===== src/rtl/core/qprm_pkg.sv =====
// Package: types, codes and sizes for the queue pair ring manager.
package qprm_pkg;

   localparam int MAX_ENTRIES  = 1024;
   localparam int ADDRESS_BITS = 32;
   localparam int IDX_W        = $clog2(MAX_ENTRIES);
   localparam int COUNT_W      = 11;
   localparam int SIZE_W       = 13;
   localparam int CSR_IDX_W    = 3;
   localparam int CSR_DATA_W   = 32;
   localparam int PROD_W       = IDX_W + SIZE_W;

   localparam logic [COUNT_W-1:0] MIN_COUNT = COUNT_W'(2);
   localparam logic [COUNT_W-1:0] MAX_COUNT = COUNT_W'(MAX_ENTRIES);

   localparam logic [1:0] OP_RESERVE = 2'd0;
   localparam logic [1:0] OP_SUBMIT  = 2'd1;
   localparam logic [1:0] OP_PEEK    = 2'd2;
   localparam logic [1:0] OP_CONSUME = 2'd3;

   localparam logic [1:0] ST_OK       = 2'd0;
   localparam logic [1:0] ST_FULL     = 2'd1;
   localparam logic [1:0] ST_EMPTY    = 2'd2;
   localparam logic [1:0] ST_MISMATCH = 2'd3;

   localparam logic [CSR_IDX_W-1:0] CSR_ENTRY_COUNT   = 3'd0;
   localparam logic [CSR_IDX_W-1:0] CSR_SQ_BASE       = 3'd1;
   localparam logic [CSR_IDX_W-1:0] CSR_CQ_BASE       = 3'd2;
   localparam logic [CSR_IDX_W-1:0] CSR_SQ_ENTRY_SIZE = 3'd3;
   localparam logic [CSR_IDX_W-1:0] CSR_CQ_ENTRY_SIZE = 3'd4;

   localparam logic [COUNT_W-1:0] RST_ENTRY_COUNT   = COUNT_W'(16);
   localparam logic [SIZE_W-1:0]  RST_SQ_ENTRY_SIZE = SIZE_W'(64);
   localparam logic [SIZE_W-1:0]  RST_CQ_ENTRY_SIZE = SIZE_W'(16);

   typedef struct packed {
      logic [1:0]              operation;
      logic                    ring_select;
      logic [ADDRESS_BITS-1:0] entry_address;
   } req_type;

   typedef struct packed {
      logic [ADDRESS_BITS-1:0] slot_address;
      logic [1:0]              status;
   } rsp_type;

endpackage


===== src/rtl/core/queue_pair_ring_manager_top.sv =====
// Top level: submission/completion queue pair ring manager.
//
// Usage:
//  - Request channel: drive req_data and raise start; the item is taken at a
//    rising edge with start high and busy low. One item may enter every cycle.
//  - Result channel: rsp_strobe marks rsp_data for exactly one cycle; the
//    receiver cannot stall, so every result must be captured when strobed.
//  - CSR port: csr_we writes csr_wdata into register csr_index at the edge;
//    unknown indexes are ignored. Write only while no item is in flight.
//  - Timing: rsp_strobe rises at the edge following the accepting edge (input
//    register, then the result register). Throughput is one item per cycle;
//    ring indexes update in the compute cycle, so back-to-back items see each
//    other's effect.
//  - The compute cycle holds one 10x13 multiply feeding a 32-bit add and
//    compare, which sets the cycle time.
//  - Reset: all ring indexes clear, CSRs take their defaults, in-flight items
//    are dropped, and busy stays high until the first edge after reset drops.
module queue_pair_ring_manager_top
   import qprm_pkg::*;
(
   input  logic                  clock,
   input  logic                  reset,
   input  logic                  start,
   output logic                  busy,
   input  req_type               req_data,
   output logic                  rsp_strobe,
   output rsp_type               rsp_data,
   input  logic                  csr_we,
   input  logic [CSR_IDX_W-1:0]  csr_index,
   input  logic [CSR_DATA_W-1:0] csr_wdata
);

   logic                    busy_ff;
   logic                    req_vld_ff;
   req_type                 req_ff;
   logic                    rsp_vld_ff;
   rsp_type                 rsp_ff, rsp_in;

   logic [COUNT_W-1:0]      entry_count_ff;
   logic [ADDRESS_BITS-1:0] sq_base_ff, cq_base_ff;
   logic [SIZE_W-1:0]       sq_entry_size_ff, cq_entry_size_ff;

   logic [IDX_W-1:0]        sq_head_ff, sq_tail_ff, cq_head_ff, cq_tail_ff;
   logic [IDX_W-1:0]        sq_head_in, sq_tail_in, cq_head_in, cq_tail_in;

   logic [COUNT_W-1:0]      eff_count;
   logic [IDX_W-1:0]        head, tail, idx_sel, idx_next;
   logic [COUNT_W-1:0]      idx_inc;
   logic [IDX_W-1:0]        tail_next;
   logic [COUNT_W-1:0]      tail_inc;
   logic [ADDRESS_BITS-1:0] base;
   logic [SIZE_W-1:0]       size;
   logic [PROD_W-1:0]       offset;
   logic [ADDRESS_BITS-1:0] slot;
   logic                    full, empty, addr_ok;
   logic                    adv_tail, adv_head;

   assign busy       = busy_ff;
   assign rsp_strobe = rsp_vld_ff;
   assign rsp_data   = rsp_ff;

   always_comb begin
      if (entry_count_ff < MIN_COUNT) begin
         eff_count = MIN_COUNT;
      end else if (entry_count_ff > MAX_COUNT) begin
         eff_count = MAX_COUNT;
      end else begin
         eff_count = entry_count_ff;
      end
   end

   assign head = req_ff.ring_select ? cq_head_ff : sq_head_ff;
   assign tail = req_ff.ring_select ? cq_tail_ff : sq_tail_ff;
   assign base = req_ff.ring_select ? cq_base_ff : sq_base_ff;
   assign size = req_ff.ring_select ? cq_entry_size_ff : sq_entry_size_ff;

   // head for peek/consume, tail for reserve/submit
   assign idx_sel = req_ff.operation[1] ? head : tail;

   assign tail_inc  = {1'b0, tail} + COUNT_W'(1);
   assign tail_next = (tail_inc >= eff_count) ? '0 : tail_inc[IDX_W-1:0];
   assign idx_inc   = {1'b0, idx_sel} + COUNT_W'(1);
   assign idx_next  = (idx_inc >= eff_count) ? '0 : idx_inc[IDX_W-1:0];

   assign full    = (tail_next == tail) ? 1'b0 : (tail_next == head);
   assign empty   = (head == tail);
   assign offset  = PROD_W'(idx_sel) * PROD_W'(size);
   assign slot    = base + ADDRESS_BITS'(offset);
   assign addr_ok = (req_ff.entry_address == slot);

   always_comb begin
      rsp_in   = '{slot_address: '0, status: ST_OK};
      adv_tail = 1'b0;
      adv_head = 1'b0;
      unique case (req_ff.operation)
         OP_RESERVE: begin
            if (full) rsp_in.status = ST_FULL;
            else      rsp_in.slot_address = slot;
         end
         OP_SUBMIT: begin
            if (full) begin
               rsp_in.status = ST_FULL;
            end else if (!addr_ok) begin
               rsp_in.status = ST_MISMATCH;
            end else begin
               rsp_in.slot_address = slot;
               adv_tail = req_vld_ff;
            end
         end
         OP_PEEK: begin
            if (empty) rsp_in.status = ST_EMPTY;
            else       rsp_in.slot_address = slot;
         end
         OP_CONSUME: begin
            if (empty) begin
               rsp_in.status = ST_EMPTY;
            end else if (!addr_ok) begin
               rsp_in.status = ST_MISMATCH;
            end else begin
               rsp_in.slot_address = slot;
               adv_head = req_vld_ff;
            end
         end
         default: begin
            rsp_in.status = ST_OK;
         end
      endcase
   end

   always_comb begin
      sq_head_in = sq_head_ff;
      sq_tail_in = sq_tail_ff;
      cq_head_in = cq_head_ff;
      cq_tail_in = cq_tail_ff;
      if (adv_tail) begin
         if (req_ff.ring_select) cq_tail_in = idx_next;
         else                    sq_tail_in = idx_next;
      end
      if (adv_head) begin
         if (req_ff.ring_select) cq_head_in = idx_next;
         else                    sq_head_in = idx_next;
      end
   end

   always_ff @(posedge clock) begin
      if (reset) begin
         busy_ff          <= 1'b1;
         req_vld_ff       <= 1'b0;
         rsp_vld_ff       <= 1'b0;
         sq_head_ff       <= '0;
         sq_tail_ff       <= '0;
         cq_head_ff       <= '0;
         cq_tail_ff       <= '0;
         entry_count_ff   <= RST_ENTRY_COUNT;
         sq_base_ff       <= '0;
         cq_base_ff       <= '0;
         sq_entry_size_ff <= RST_SQ_ENTRY_SIZE;
         cq_entry_size_ff <= RST_CQ_ENTRY_SIZE;
      end else begin
         busy_ff    <= 1'b0;
         req_vld_ff <= start && !busy_ff;
         rsp_vld_ff <= req_vld_ff;
         sq_head_ff <= sq_head_in;
         sq_tail_ff <= sq_tail_in;
         cq_head_ff <= cq_head_in;
         cq_tail_ff <= cq_tail_in;
         if (csr_we) begin
            unique case (csr_index)
               CSR_ENTRY_COUNT:   entry_count_ff   <= csr_wdata[COUNT_W-1:0];
               CSR_SQ_BASE:       sq_base_ff       <= csr_wdata[ADDRESS_BITS-1:0];
               CSR_CQ_BASE:       cq_base_ff       <= csr_wdata[ADDRESS_BITS-1:0];
               CSR_SQ_ENTRY_SIZE: sq_entry_size_ff <= csr_wdata[SIZE_W-1:0];
               CSR_CQ_ENTRY_SIZE: cq_entry_size_ff <= csr_wdata[SIZE_W-1:0];
               default: begin
               end
            endcase
         end
      end
   end

   always_ff @(posedge clock) begin
      if (start && !busy_ff) begin
         req_ff <= req_data;
      end
      if (req_vld_ff) begin
         rsp_ff <= rsp_in;
      end
   end

endmodule


===== config.mk =====
export PLATFORM = sky130hd
export DESIGN_NAME = queue_pair_ring_manager_top
export DESIGN_NICKNAME = d
export VERILOG_FILES = /design/src/rtl/core/qprm_pkg.sv /design/src/rtl/core/queue_pair_ring_manager_top.sv
export SDC_FILE = /design/constraint.sdc
export NUM_CORES = 1
export LEC_CHECK = 0
export ABC_AREA = 1
export BUFFER_PORTS_ARGS = -buffer_cell sky130_fd_sc_hd__buf_2
export CAP_MARGIN = 20
export CORE_UTILIZATION = 63
export CTS_CLUSTER_DIAMETER = 80
export DETAILED_ROUTE_END_ITERATION = 7
export PLACE_DENSITY = 0.79
export SETUP_SLACK_MARGIN = 0.15
export SYNTH_ARGS = -nofsm -noshare
export SYNTH_HDL_FRONTEND = slang
export SYNTH_SLANG_ARGS = --single-unit

===== constraint.sdc =====
create_clock -name clock -period 9 [get_ports clock]
set_input_delay 0.45 -clock clock [delete_from_list [all_inputs] [get_ports clock]]
set_output_delay 0.45 -clock clock [all_outputs]
set_load 0.01 [all_outputs]

Yosys cells after proc, flatten, opt, wreduce, memory -nomap -nowiden

Cells that the tools add are included.

Equal/unequal tests: 11
Reduce and logical (&&, ||, !) cells: 13
Bitwise logic cells: 1
Multiply operators: 1
Shift-type cells: 0
Muxes and demuxes: 27
Add/sub/neg operators: 3
$lt $le $gt $ge: 4
Divide/modulo/power cells: 0

Operator list:

| cell                  | number |
|---|---|
| $mux 32               | 6 |
| $pmux 34 s4           | 1 |
| $mux 10               | 5 |
| $add 32x23->32        | 1 |
| $eq 32x32->1          | 1 |
| $eq 10x10->1          | 3 |
| $mul 10x13->23        | 1 |
| $add 10x1->11 const B | 2 |
| $ge 11x11->1          | 2 |
| $mux 11               | 2 |
| $reduce_and 2->1      | 9 |
| $mux 13               | 1 |
| $gt 11x11->1 const B  | 1 |
| $lt 11x2->1 const B   | 1 |
| $mux 1                | 8 |
| $mux 2                | 4 |
| $eq 3x2->1 const B    | 2 |
| $eq 2x2->1 const B    | 2 |
| $eq 3x1->1 const B    | 1 |
| $eq 3x3->1 const B    | 1 |
| $logic_not 3->1       | 1 |
| $eq 2x1->1 const B    | 1 |
| $logic_not 2->1       | 1 |
| $logic_and 1x1->1     | 1 |
| other kinds (2)       | 2 |

Logic and storage cells: 77
Output and inout port bits: 36
Memory bits (read-only): 0
Bits in latches: 0
Input bits: 74
Memories kept: 0
Bits in writable memories: 0
Register bits: 213

Longest topological paths before layout

Depth in word-level cells: 10
Depth in mapped cells: 44
Gate-level depth less buffers: 41

Worst setup path before layout

OpenSTA, ideal clock, no wires.

Path kind: register to register
From: reg req_ff[32] (netlist bit)
To: reg cq_head_ff[5]
Library setup time: 0.113 ns
Stages on the path, launching flop included: 39
Arrival time: 6.617 ns
Setup slack: 2.270 ns
Required time: 8.887 ns
Path through: edfxtp_1 -> buf_6 -> inv_6 -> buf_6 -> buf_2 -> buf_1 -> or2_2 -> o21ai_0 -> inv_1 -> nand2_1 -> fa_1 -> fa_1 -> inv_1 -> fa_1 -> fa_1 -> inv_1 -> fa_1 -> inv_1 -> [3 not listed] -> nand2_1 -> nor3_1 -> nand2_1 -> nand2_1 -> nand2_1 -> nand2_1 -> nand2_1 -> nand3_1 -> nand2_1 -> nor2_1 -> nand2_1 -> nor2_2 -> nand3_2 -> nor2_4 -> buf_6 -> nand3_1 -> nand2_1 -> nor2_1

Word-level cells in the longest chain between the ends: 9
Elaborated cells on any way between the ends: 16

Ends and longest elaborated chain:

| item                              | line                                                                 | source |
|---|---|---|
| start: declaration                | queue_pair_ring_manager_top.sv:35                                    | `req_type req_ff;` |
| start signal: assignment          | queue_pair_ring_manager_top.sv:183                                   | `req_ff <= req_data;` |
| $mux 10, on equally long branches | queue_pair_ring_manager_top.sv:73, queue_pair_ring_manager_top.sv:72 |  |
| $mux 10                           | queue_pair_ring_manager_top.sv:78                                    | `assign idx_sel = req_ff.operation[1] ? head : tail;` |
| $mul 10x13->23                    | queue_pair_ring_manager_top.sv:87                                    | `assign offset = PROD_W'(idx_sel) * PROD_W'(size);` |
| $add 32x23->32                    | queue_pair_ring_manager_top.sv:88                                    | `assign slot = base + ADDRESS_BITS'(offset);` |
| $eq 32x32->1                      | queue_pair_ring_manager_top.sv:89                                    | `assign addr_ok = (req_ff.entry_address == slot);` |
| $mux 1                            | queue_pair_ring_manager_top.sv:117                                   | `end else if (!addr_ok) begin` |
| $mux 1                            | queue_pair_ring_manager_top.sv:115                                   | `if (empty) begin` |
| $mux 1                            | queue_pair_ring_manager_top.sv:95                                    | `unique case (req_ff.operation)` |
| $reduce_and 2->1 (no line)        | n/a                                                                  |  |
| end signal: assignment            | queue_pair_ring_manager_top.sv:165                                   | `cq_head_ff <= cq_head_in;` |
| end: declaration                  | queue_pair_ring_manager_top.sv:43                                    | `logic [IDX_W-1:0] sq_head_ff, sq_tail_ff, cq_head_ff, cq_tail_ff;` |

Parallel ways exist; a longest one is shown, timed or not.
A chain may end at the register's enable or synchronous reset.

==> qor.yml <==
run:
  maxCapViolCount: 0
timing:
  finalHoldViolations: 0
  fin_skew_ns: 0.00695
  timing.final.crit_share_pct: 92.8
  grt_setup_unrepaired: "false"
  fmax_mhz: 120
  slew_limit_fails: 0
  timing_worst_slew_pin_value_ns: 1.11
  worst_case_headroom_to_the_max_slew_limit_pct: 26.0
  finalSetupViolCount: 0
  min_period_ns: 8.35
  setup_total_negative_slack_ns: 0
  hold_ws_ns: 0.0842
logic_synthesis:
  yosys_register_bits: 213
  ys_warn_count: 0
  ys_types: 48
  netlist_area_um2: 16800
  synth-seq-area-share_pct: 29.6
  mappedNetlistNets: 2589
  postSynthAreaPerCell_um2: 7.22
  netlist_instances: 2319
  synth_edf_count: 69
  synthFlopType: "sky130_fd_sc_hd__dfxtp_1"
  postSynth.asyncResetShare_pct: 0
cells_and_area:
  fin_util_pct: 70.6
  antenna_cells_inserted: 0
  nFillCells: 2197
  nNetsFinal: 2680
  most-common-layout-cells: "sky130_fd_sc_hd__nand2_1, sky130_fd_sc_hd__nor2_1, sky130_fd_sc_hd__inv_1"
  flow.area_growth_from_synthesis_pct: 9.80
  layout.cells.most_common: "sky130_fd_sc_hd__nand2_1"
  final_layout_size_suffix_gt1_share_pct: 10.4
run_status:
  result_of_the_run: "complete, no violations"
min_path:
  timing.hold.worst.class: "input pin to flip-flop"
  worstHoldStart: "reset"
  worstHoldPathCells: 1
  hold_crit_endpoint: "busy"
routing:
  drc: 0
  number_of_vias_in_the_routed_layout: 15500
  drt.antenna.violating_nets: 0
  wl_per_cell_um: 17.3
  drt_pre_antenna_iters: 7
  detail_route.iter0.violations: 1591
  route.detailed.vias_per_inst: 5.60
  routed_wirelength_um: 47900
clock_tree:
  worstSkewPairLatency_ns: 0.52
  cts_setup_buffers: 0
  cts_inserted_buffers: 23
  clockBufferDepth: 3
  cts.reportedPaths.clkPinSlew_ns: 0.06
  cts_tree: "yes"
  clockRootBuffer: "sky130_fd_sc_hd__clkbuf_16"
  clock_h_tree_levels: 1
  cts_sinks: 213
floorplanning:
  io_pins: 110
  floorplan.core_area_um2: 26100
  placement_rows: 59
  die_height_um: 165
  initial_core_util_pct: 64.3
  floorplan.die.width_um: 165
  design.die.area_um2: 27200
setup_path:
  path_max_fanout: 62
  cpMostUsedCell: "sky130_fd_sc_hd__nand2_1"
  critical_path.startpoint_type: "flip-flop"
  max_stage_delay_ns: 0.52
  critical_path_required_ns: 9.36
  reg2reg_to: "rsp_data[32]"
  crit_path_top_delay_cell: "sky130_fd_sc_hd__fa_1"
  worst_ep_arrival_time_ns: 8.71
  critical_path_class: "flip-flop to flip-flop"
  r2r_setup_slack_ns: 0.65
  worst-r2r-cell-count: 36
  cp-end-kind: "flip-flop"
  r2r_start: "req_ff[32]"
grt:
  vias_in_the_first_global_route: 14600
  grt_first_pass_wirelength_um: 75400
  pin_count_of_the_biggest_net_entering_global_routing: 102
  gr_usage_total_pct: 36.0
  gr-total-overflow: 0
  antenna_violations_before_repair: 0
placement:
  finalWeightedCongestion: 0.977
  io_buffers: 109
  dp_hpwl_um: 36900
power_and_ir_drop:
  power.density_cell_area_nw_per_um2: 160
  cellLeakagePower_nw: 9.30
  peakVddDrop_v: 0.000189
-- report_power, final --
group	internal (mW)	leakage (nW)	switching, mW
clock	0.564	0.376	0.395
sequential	1.03	1.82	0.0153
combinational	0.329	7.11	0.611
-- final cells by class --
class / instances / area [µm²] / share of cell area [%]
clock buffers: 34 / 698 / 3.80
clock inverters: 6 / 61.3 / 0.333
inverters: 371 / 1400 / 7.60
multi-input cells: 1670 / 10100 / 54.9
flip-flops and latches: 213 / 4960 / 26.9
well taps: 335 / 419 / 2.28
repair buffers: 131 / 763 / 4.15
-- layer usage --
metal | vias up | share of wire [%] | GRT usage, %
met1 | 7232 | 43 | 51.3
met3 | 89 | 11 | 8.47
met4 | 0 | 2.9 | 10.1
li1 | 7372 | - | -
met2 | 768 | 43 | 54.4
met5 | - | 0 | 0
-- Yosys cell counts, types with 2 or more instances --
master                       n  area share, %
sky130_fd_sc_hd__clkinv_1    5           0.11
sky130_fd_sc_hd__buf_2       5           0.15
sky130_fd_sc_hd__dfxtp_1   144             17
sky130_fd_sc_hd__ha_1       87            6.5
sky130_fd_sc_hd__o21bai_1    2          0.090
sky130_fd_sc_hd__nand3_4     2           0.21
sky130_fd_sc_hd__xor2_1     14           0.73
sky130_fd_sc_hd__o21ai_0   127            3.8
sky130_fd_sc_hd__or2_2      19           0.71
sky130_fd_sc_hd__mux2i_1    15           0.90
sky130_fd_sc_hd__nand3b_1   12           0.54
sky130_fd_sc_hd__nor2_4      6           0.40
sky130_fd_sc_hd__buf_1       8           0.18
sky130_fd_sc_hd__nand2_4     2           0.13
sky130_fd_sc_hd__inv_2       3          0.067
sky130_fd_sc_hd__nand3_2     3           0.18
sky130_fd_sc_hd__nand2_2    10           0.37
sky130_fd_sc_hd__nor2_1    410            9.2
sky130_fd_sc_hd__xnor3_1     2           0.27
sky130_fd_sc_hd__xnor2_1     9           0.47
sky130_fd_sc_hd__nand4_1    26           0.97
sky130_fd_sc_hd__nand3_1   137            4.1
sky130_fd_sc_hd__fa_1      109             13
sky130_fd_sc_hd__buf_6       9           0.61
sky130_fd_sc_hd__a21oi_1    38            1.1
sky130_fd_sc_hd__a21oi_2    14           0.73
sky130_fd_sc_hd__o21ai_1    10           0.30
sky130_fd_sc_hd__edfxtp_1   69             12
sky130_fd_sc_hd__o21a_1      2          0.090
sky130_fd_sc_hd__inv_1     362            8.1
sky130_fd_sc_hd__o21ai_2     5           0.26
sky130_fd_sc_hd__nor2_8      4           0.48
sky130_fd_sc_hd__nand2_1   570             13
sky130_fd_sc_hd__clkbuf_1   42           0.94
sky130_fd_sc_hd__nor3_1     11           0.33
sky130_fd_sc_hd__xor3_1      3           0.43
sky130_fd_sc_hd__or2_1       2          0.075
sky130_fd_sc_hd__nor2_2      6           0.22
sky130_fd_sc_hd__nor3_2      6           0.36
-- worst max-delay path: cells and delay by family, from the launching register on --
family,cells,cell delay (ns)
buffers and inverters,8,1.35
adder cells (fa/ha/maj),6,2.92
flip-flops,1,0.49
AO/OA/AOI/OAI,2,0.48
AND/OR/NAND/NOR,20,2.90
-- kinds of logic (layout without fill, tap and decap cells) --
group           after synthesis  after routing  synth area share [%]
buf+inv                     436            542                  10.2
mux                          15             15                 0.896
flops                       213            213                  29.6
fa+ha+maj                   196            196                  19.5
compound gates              200            200                  6.51
simple gates               1231           1231                  31.3
xor+xnor                     28             28                  1.90
-- state kept, by name (all words and copies together), names as in the netlist --
| register | count |
|---|---|
| req_ff | 35 |
| rsp_data | 34 |
| cq_base_ff | 32 |
| sq_base_ff | 32 |
| cq_entry_size_ff | 13 |
| sq_entry_size_ff | 13 |
| entry_count_ff | 11 |
| cq_head_ff | 10 |
| cq_tail_ff | 10 |
| sq_head_ff | 10 |
| sq_tail_ff | 10 |
| busy | 1 |
| req_vld_ff | 1 |
| rsp_strobe | 1 |
-- stage by stage --
| stage | instance area [µm²] | std cells | total power [mW] | setup WS (ns) |
|---|---|---|---|---|
| after floorplan | 16800 | 2319 | 1.72 | 2.27 |
| after global placement | 17600 | 2717 | 1.95 | 0.773 |
| after detailed placement | 17600 | 2718 | 1.98 | 0.631 |
| after CTS | 18300 | 2758 | 2.94 | 0.594 |
| after global routing | 18400 | 2760 | 3.10 | 0.174 |
| final | 18400 | 2760 | 2.95 | 0.648 |
-- repair_timing --
action / CTS / global route
setup endpoints to repair: 0 / 32
gates resized for setup: 0 / 1
hold buffers: 0 / 0
-- how the worst max path moves through the flow --
stage | startpoint | endpoint | slack, ns | cells past startpoint
global placement | req_ff[32] | rsp_data[32] | 0.77 | 36
detailed placement | req_ff[32] | rsp_data[33] | 0.63 | 36
CTS | req_ff[32] | rsp_data[10] | 0.59 | 36
global route | req_ff[32] | rsp_data[33] | 0.17 | 36
finish | req_ff[32] | rsp_data[32] | 0.65 | 36
floorplan | req_ff[32] | cq_head_ff[5] | 2.27 | 38
(Power assumes the default switching activity.)
